**config.mk**
```make
export PLATFORM = sky130hd
export DESIGN_NAME = bpc_div_cell
export DESIGN_NICKNAME = d
export VERILOG_FILES = /design/src/hw/rtl/barometric_pressure_compensation_core_macros.svh /design/src/hw/rtl/bpc_pkg.sv /design/src/hw/rtl/bpc_div_cell.sv
export SDC_FILE = /design/constraint.sdc
export NUM_CORES = 1
export LEC_CHECK = 0
export ABC_AREA = 1
export CAP_MARGIN = 25
export CORE_MARGIN = 2
export CORE_UTILIZATION = 35
export CTS_CLUSTER_DIAMETER = 30
export DETAILED_ROUTE_END_ITERATION = 10
export DONT_BUFFER_PORTS = 1
export GPL_TIMING_DRIVEN = 0
export PLACE_DENSITY = 0.51
export SLEW_MARGIN = 20
export SYNTH_ARGS = -nofsm -noshare
export SYNTH_HDL_FRONTEND = slang
export SYNTH_SLANG_ARGS = --single-unit
```
**constraint.sdc**
```tcl
create_clock -name clock -period 2.5 [get_ports clock]
set_input_delay 0.25 -clock clock [delete_from_list [all_inputs] [get_ports clock]]
set_output_delay 0.25 -clock clock [all_outputs]
set_load 0.05 [all_outputs]
```
**src/hw/rtl/barometric_pressure_compensation_core_macros.svh**
```systemverilog
// assertion macros for the core rtl
`ifndef BAROMETRIC_PRESSURE_COMPENSATION_CORE_MACROS_SVH
`define BAROMETRIC_PRESSURE_COMPENSATION_CORE_MACROS_SVH

// same-cycle implication
`define BPC_ASSERT_IMPLY(label, clk, rst, pre, post) \
   label: assert property (@(posedge clk) disable iff (rst) (pre) |-> (post)) \
      else $error("bpc assertion failed");

// next-cycle implication
`define BPC_ASSERT_NEXT(label, clk, rst, pre, post) \
   label: assert property (@(posedge clk) disable iff (rst) (pre) |=> (post)) \
      else $error("bpc assertion failed");

`endif

```
**src/hw/rtl/bpc_pkg.sv**
```systemverilog
package bpc_pkg;

   // calibration words unpacked from the registers
   typedef struct packed {
      logic        [15:0] t1;
      logic signed [15:0] t2;
      logic signed [15:0] t3;
      logic        [15:0] p1;
      logic signed [15:0] p2;
      logic signed [15:0] p3;
      logic signed [15:0] p4;
      logic signed [15:0] p5;
      logic signed [15:0] p6;
      logic signed [15:0] p7;
      logic signed [15:0] p8;
      logic signed [15:0] p9;
   } calib_type;

   // one lane of the divider chain
   typedef struct packed {
      logic        valid;
      logic [63:0] rem;
      logic [63:0] nq;
      logic [63:0] den;
      logic        neg;
      logic        dz;
   } div_lane_type;

   // register indexes
   typedef enum logic [1:0] {
      CSR_TEMP_CAL   = 2'd0,
      CSR_PRESS_CALA = 2'd1,
      CSR_PRESS_CALB = 2'd2,
      CSR_PRESS_CALC = 2'd3
   } csr_index_type;

   localparam int          DIV_CELLS   = 64;
   localparam logic signed [31:0] TEMP_OFFSET = 32'sd128000;
   localparam logic [20:0] PRESS_BIAS  = 21'd1048576;
   localparam logic signed [63:0] DIV_SCALE   = 64'sd3125;
   localparam logic signed [63:0] ROUND_BIAS  = 64'sh0000_8000_0000_0000;

endpackage

```
**src/hw/rtl/bpc_div_cell.sv**
```systemverilog
module bpc_div_cell (
   input  logic                  clock,
   input  logic                  reset,
   input  logic                  en,
   input  bpc_pkg::div_lane_type lane_in,
   output bpc_pkg::div_lane_type lane_out
);

   logic        valid_ff;
   logic [64:0] trial;
   logic [64:0] diff;
   logic        ge;
   logic [63:0] rem_in, rem_ff, nq_in, nq_ff, den_ff;
   logic        neg_ff, dz_ff;

   // one restoring step: bring down a numerator bit, subtract if it fits
   always_comb begin
      trial  = {lane_in.rem, lane_in.nq[63]};
      diff   = trial - {1'b0, lane_in.den};
      ge     = !diff[64];
      rem_in = ge ? diff[63:0] : trial[63:0];
      nq_in  = {lane_in.nq[62:0], ge};
   end

   always_ff @(posedge clock) begin
      if (reset) begin
         valid_ff <= 1'b0;
      end else if (en) begin
         valid_ff <= lane_in.valid;
      end
   end

   always_ff @(posedge clock) begin
      if (en) begin
         rem_ff <= rem_in;
         nq_ff  <= nq_in;
         den_ff <= lane_in.den;
         neg_ff <= lane_in.neg;
         dz_ff  <= lane_in.dz;
      end
   end

   assign lane_out = '{valid: valid_ff, rem: rem_ff, nq: nq_ff, den: den_ff,
                       neg: neg_ff, dz: dz_ff};

endmodule

```
Word level (Yosys, flattened, before mapping)
Cells that the tools add are included.
{"block": "classes", "mux": 1, "reduce_logical": 1, "add_sub_neg": 1}
{"operator": "subtractor 65 x 64 -> 65 bit", "n": 1}
{"operator": "two-way mux 64 bit", "n": 1}
{"operator": "zero test 1 bit", "n": 1}
{"block": "word_totals", "reg_bits": 195, "inputBits": 198, "output_inout_bits": 195}

Logic depth before layout (Yosys ltp)
Gate-level depths: netlist of run 1.
{"block": "logic_depth", "ltp_word": 2, "mapped_depth": 20, "ltp_nobuf": 18}

Worst setup path before layout of run 1
No wires, ideal clock.
{"block": "synth_path", "path_type": "input port to flip-flop", "start": "input port lane_in[129] (netlist name)", "end": "register rem_ff[43] (data pin)", "t_arrival_ps": 2047, "slack_ps": 201, "path_stages": 19, "path_buffers": 2, "setup_ps": 252, "cell_sequence": "inv_1 ha_1 fa_1 inv_1 nand2_1 nand2_1 nand3_1 nand2_2 nand2_1 nand2_2 nand2_1 nand2_2 nand2_2 nand3_1 nand2_2 buf_12 buf_12 nand2_2 nand2_1"}
{"block": "synth_between", "elab_chain_len": 2}
{"element": "start, declared", "line": "bpc_div_cell.sv:5", "rtl": "input bpc_pkg::div_lane_type lane_in,"}
{"element": "subtractor 65 x 64 -> 65 bit", "line": "bpc_div_cell.sv:19", "rtl": "diff = trial - {1'b0, lane_in.den};"}
{"element": "two-way mux 64 bit", "line": "bpc_div_cell.sv:21", "rtl": "rem_in = ge ? diff[63:0] : trial[63:0];"}
{"element": "via rem_in[43]", "line": "bpc_div_cell.sv:13", "rtl": "logic [63:0] rem_in, rem_ff, nq_in, nq_ff, den_ff;"}
{"element": "end signal, assigned", "line": "bpc_div_cell.sv:35", "rtl": "rem_ff <= rem_in;"}
{"element": "end, declared", "line": "bpc_div_cell.sv:13"}
The timed path passes the listed nets, and every way through them passes these cells.
A chain may end at the register's enable or synchronous reset.

Final worst setup path of run 1
{"block": "layout_path", "start": "input port lane_in[129] (netlist name)", "end": "register rem_ff[53] (data pin)"}
Same word-level chain as after synthesis.

==> results of run 1 <==
[cells in the final DEF (no fill, tap or decap), drive strengths merged, types with 17 or more instances in the layout]
| cell | netlist | final |
|---|---|---|
| inv | 392 | 397 |
| nand2 | 818 | 819 |
| edfxtp | 194 | 194 |
| nand3 | 70 | 70 |
| nand4 | 17 | 17 |
| clkbuf | 0 | 19 |
| nor2 | 112 | 112 |
| xor2 | 30 | 30 |
| a21oi | 53 | 53 |
| ha | 64 | 64 |
| dlygate4sd3 | 0 | 194 |
[routing by layer]
metal | vias to the layer above | track usage [%] | routed length, um
li1 | 5934 | - | -
met1 | 5185 | 30.6 | 20800
met2 | 367 | 41.7 | 22500
met3 | 46 | 4.76 | 3020
met4 | 0 | 7.74 | 1080
met5 | - | 0 | 0
[registers in the layout (all words and copies together), names as in the netlist]
register and cells:
den_ff 64, dz_ff 1, neg_ff 1, nq_ff 64, rem_ff 64, valid_ff 1
[cell families (layout without fill, tap and decap cells)]
| family | after synthesis | in the layout | synth area share, % |
|---|---|---|---|
| adders and majority gates | 65 | 65 | 6.26 |
| and+or+nand+nor | 1038 | 1039 | 31.9 |
| muxes | 1 | 1 | 0.0764 |
| buffers and inverters | 409 | 635 | 12.5 |
| DFF | 195 | 195 | 44.6 |
| AOI/OAI and AO/OA | 65 | 65 | 2.63 |
| xor gates and xnor gates | 31 | 31 | 2.07 |
[worst max-delay path: stages]
cell and delay (ps):
inv_1 20, ha_1 200, fa_2 380, inv_1 80, nand2_1 50, nand2_1 60, nand3_1 90, nand2_2 140
nand2_1 80, nand2_2 120, nand2_1 110, nand2_4 130, nand2_2 90, nand3_1 90, nand2_2 90, buf_12 170
buf_6 150, nand2_1 90, nand2_1 80
[power groups by stage]
stage	clock network (mW)	registers [mW]	logic, mW
floorplan	0	5.33	1.39
global placement	0	5.40	1.95
detailed placement	0	5.40	1.96
CTS	2.83	5.33	2.23
global route	2.94	5.36	2.52
finish	2.75	5.33	2.23
[final cells by class]
type | instances | area [um2]
clock buffers | 17 | 425
repair buffers | 195 | 1950
plain buffers | 16 | 166
well taps | 468 | 586
fillers | 3803 | 20500
multi-input cells | 1201 | 5640
inverters | 393 | 1480
flip-flops and latches | 195 | 5850
clock inverters | 14 | 150
[path summary, 6_finish.rpt]
path / endpoint / slack (ps) / cells past startpoint
worst max register to register: valid_ff$_SDFFE_PP0P_ / 1330 / 3
worst min register to register: valid_ff$_SDFFE_PP0P_ / 1110 / 3
worst max-delay path: rem_ff[53]$_DFFE_PP_ / 220 / 19
worst min-delay path: den_ff[55]$_DFFE_PP_ / -90 / 0
[metrics by stage]
stage               cells  hold slack, ps  utilization [%]  power (mW)  instance area, um2
detailed placement   2272             326             37.2        7.36               13700
global route         2499            -108             44.1        10.8               16200
floorplan            1804             322                -        6.72               13100
global placement     2272             324             37.2        7.36               13700
CTS                  2497            -111             44.1        10.4               16200
finish               2499           -93.7             44.1        10.3               16200
[timing repair]
action                                  CTS  global route
setup buffers                             0             1
gates resized for setup                   0             5
endpoints found under the setup margin    0            60
endpoints found under the hold margin   387           122
==> impl_metrics.ini, run 1 <==
[critical_path]
crit_path_start_kind = input port
cp-end-kind = register
timing.critical_path.arrival_ps = 2490
critical_path_class = in2reg
path_max_fanout = 10
cp_data_required_time_ps = 2710
reg2reg_from = valid_ff$_SDFFE_PP0P_
timing.critical_path.from = lane_in[129]

[layout]
drive_above_1_share_pct = 4.63
area_growth_syn_to_layout_pct = 23.9
final_net_count = 2282
antenna-diode-count = 0

[place]
hpwl_mm = 37.5
preCtsSetupSlack_ps = -400
gp_congestion = 0.886
io_buffer_count = 0

[route]
post_drt_wl_per_cell_um = 19.0
post-route-drc-count = 0
vias = 11500
route.antenna.remaining_nets = 0
detail_route.first_pass.iterations = 5
detail_route.vias_per_cell = 4.61
drt_iter0_markers = 758
finalWirelength_mm = 47.4

[yosys]
synth_top_area_share_pct = 44.4
yosys.cell_count.top_type = nand2_1
synth_async_sr_flop_share_pct = 0
postSynthRegisterBits = 195
mapped_cell_area_um2 = 13100
synth_flop_cell = edfxtp_1
ys_warn_count = 0
cell_count_after_synthesis = 1804
post_synth_most_frequent_cells = 788 x nand2_1, 388 x inv_1, 194 x edfxtp_1
synth_cell_types = 33
synth_largest_area_cell = edfxtp_1
seq_area_frac_synth_pct = 44.6
synth_top_cells_by_area = edfxtp_1 44%, nand2_1 23%, inv_1 11%, ha_1 6.1%, nor2_1 3.0%
total_nets_after_synthesis = 2067
synth_area_per_cell_um2 = 7.27
synth-edff-count = 194

[worst_hold_path]
min-delay-start = en
type_of_the_most_critical_hold_path = in2reg

[floorplanning]
num_io_pins = 393
initial_core_util_pct = 35.6
floorplan.die.width_um = 198
floorplan.die_area_um2 = 39000
rows = 70
fp.dieH_um = 198
area_of_the_core_um2 = 36800

[clocking]
cts_max_level = 4
numClockSinks = 195
cts.hold.buffers_added = 194
cts_tree = done
cts_buffer_depth = 2
tritoncts_buffers = 17
cts.reportedPaths.clkPinSlew_ps = 80
cts-root-buf = clkbuf_16
clock_insertion_delay_worst_skew_ps = 450

[pwr]
total_switching_power_mw = 4.05
irDropWorstVdd_mv = 0.333
combPwrFrac_pct = 21.6
internal-power_mw = 6.26
power_share_of_the_clock_group_pct = 26.7
power.share.sequential_pct = 51.7
leakage_nw = 8.39
p_per_area_nw_per_um2 = 635
power.share.switching_pct = 39.3

[timing]
timing_max_transition_violations_final = 0
worst_slack_ps = 218
grt_setup_unrepaired = no
worst_clock_skew_ps = 0
final.period_utilization_pct = 91.3
max-slew-margin-rel_pct = 62.0
finalWorstPathRequiredPeriod_ps = 2280
max_slew.worst_pin.slew_ps = 566
total_count_of_hold_check_failures_in_the_final_report = 42
setup_violations = 0
timing.hold.ws_ps = -93.7
setup-tns-final_ps = 0
max_clock_freq_mhz = 438

[global_routing]
grt_pass1_vias = 11800
grtUsageTotal_pct = 24.3
globalRouteOverflowTotal = 0
grt_first_pass_wirelength_mm = 69.5
largest_net_degree_at_the_start_of_global_routing = 196
antenna_found_initial = 1

[outcome]
outcome = finished with violations
violations = hold timing

[flow_run]
max-cap-violations = 0
Note: power is estimated with default switching activity, not from simulation.
==> run 2: changes to the inputs <==
==> constraint.sdc (replaced) <==
create_clock -name clock -period 2.5 [get_ports clock]
set_input_delay 0.5 -clock clock [delete_from_list [all_inputs] [get_ports clock]]
set_output_delay 0.5 -clock clock [all_outputs]
set_load 0.05 [all_outputs]
==> run 2 against run 1 <==
The run now ends clean; first-iteration DRC count is 15% lower; combinational power decreased by 9.0%; clock-buffer cell count up 1; routed wire length down 6.0%; critical endpoint is now rem_ff[49]$_DFFE_PP_.
==> impl_metrics.ini, run 2 (synthesis gave the netlist of run 1 again) <==
[clocking]
cts_max_level = 4
clock_insertion_delay_worst_skew_ps = 450
tritoncts_buffers = 17
numClockSinks = 195
cts.reportedPaths.clkPinSlew_ps = 80
cts_tree = done
cts-root-buf = clkbuf_16
cts_buffer_depth = 2

[global_routing]
grt_first_pass_wirelength_mm = 63.9
antenna_found_initial = 0
largest_net_degree_at_the_start_of_global_routing = 196
globalRouteOverflowTotal = 0
grtUsageTotal_pct = 22.5
grt_pass1_vias = 10700

[critical_path]
crit_path_start_kind = input port
timing.critical_path.arrival_ps = 2580
path_max_fanout = 4
cp_data_required_time_ps = 2720
cp-end-kind = register
critical_path_class = in2reg

[layout]
postLayoutCoreUtil_pct = 39.5
area_growth_syn_to_layout_pct = 10.9
layout.cells.most_common = nand2_1
antenna-diode-count = 0
layout_common_cells = 786 x nand2_1, 387 x inv_1, 194 x edfxtp_1
finalInstanceArea_um2 = 14500
final_net_count = 2094
number_of_non_filler_instances_in_the_completed_layout = 2312
drive_above_1_share_pct = 6.51
fill_cells = 3924
layout_top_registers = den_ff x64, nq_ff x64, rem_ff x64

[route]
detail_route.vias_per_cell = 4.63
detail_route.first_pass.iterations = 5
finalWirelength_mm = 44.6
post-route-drc-count = 0
drt_iter0_markers = 646
vias = 10700
post_drt_wl_per_cell_um = 19.3
route.antenna.remaining_nets = 0

[timing]
setup-tns-final_ps = 0
worst_clock_skew_ps = 0
max_clock_freq_mhz = 423
timing_max_transition_violations_final = 0
total_count_of_hold_check_failures_in_the_final_report = 0
grt_setup_unrepaired = no
setup_violations = 0
timing.hold.ws_ps = 111
finalWorstPathRequiredPeriod_ps = 2370
final.period_utilization_pct = 94.6
max_slew.worst_pin.slew_ps = 633
max-slew-margin-rel_pct = 57.9
worst_slack_ps = 134

[place]
dpl.cell_count = 2272
placed_cell_area_um2 = 13700
gp_congestion = 0.933
preCtsSetupSlack_ps = -601
io_buffer_count = 0
hpwl_mm = 37.3

[outcome]
outcome = finished, final reports clean

[pwr]
leakage_nw = 7.67
total_power_mw = 10.1
irDropWorstVdd_mv = 0.355
p_per_area_nw_per_um2 = 696

[worst_hold_path]
type_of_the_most_critical_hold_path = in2reg

[floorplanning]
area_of_the_core_um2 = 36800
fp.dieH_um = 198
floorplan.die.width_um = 198
floorplan.die_area_um2 = 39000
rows = 70
initial_core_util_pct = 35.6
num_io_pins = 393

[flow_run]
max-cap-violations = 0
run 2: cell count changes in the layout (fill, tap and decap cells not counted), moves of 3 or more:
cell,before,now
nor3_1,12,9
buf_6,1,5
ha_2,0,3
buf_2,4,1
buf_4,5,9
nor3_2,0,3
nor2_1,104,101
nand3_1,69,66
a21oi_1,53,50
nand3_2,1,4
ha_1,64,60
dlygate4sd3_1,194,0
run 2: metal layers:
layer / up-vias / GRT usage [%] / wire length (um) / part of all wire, %
met1: 4761 / 28.6 / 19800 / 44
met4: 0 / 7.07 / 969 / 2.2
li1: 5552 / - / - / -
met2: 354 / 38.3 / 21000 / 47
met5: - / 0 / 0 / 0
met3: 34 / 4.64 / 2730 / 6.1
run 2: critical path, stage by stage:
cell and delay [ps]:
inv_1 20, ha_1 330, nand2_1 110, nor2_1 350, nand3_1 130, nand3_1 320
nand2_1 90, nand2_1 210, nand2_1 170, nand4_1 110, nand2_1 100, nand2_1 80
nand2_1 50
run 2: final timing paths:
kind	startpoint	endpoint	slack (ps)	cells past startpoint
min reg2reg	valid_ff$_SDFFE_PP0P_	valid_ff$_SDFFE_PP0P_	520	2
min	reset	valid_ff$_SDFFE_PP0P_	110	1
max	lane_in[10]	rem_ff[49]$_DFFE_PP_	130	13
max reg2reg	valid_ff$_SDFFE_PP0P_	valid_ff$_SDFFE_PP0P_	1910	2
run 2: what timing repair did:
action | in CTS | in global routing
hold buffers | 0 | 0
setup endpoints to repair | 61 | 64
pin swaps | 1 | 4
gates resized for setup | 3 | 39
setup buffers | 2 | 4
gates cloned | 0 | 2
run 2: final cells by class:
| type | count | area, um2 | area share, % |
|---|---|---|---|
| Clock buffer | 18 | 429 | 2.95 |
| Tap cell | 468 | 586 | 4.03 |
| Timing Repair Buffer | 8 | 95.1 | 0.654 |
| Sequential cell | 195 | 5850 | 40.2 |
| Multi-Input combinational cell | 1200 | 5740 | 39.5 |
| Buffer | 16 | 209 | 1.44 |
| Clock inverter | 14 | 164 | 1.13 |
| Inverter | 393 | 1480 | 10.1 |
run 2: power by group:
part | switching, mW | leakage, nW | internal (mW)
Clock | 1.35 | 0.287 | 1.42
Sequential | 1.29 | 1.90 | 4.04
Combinational | 1.35 | 5.48 | 0.676
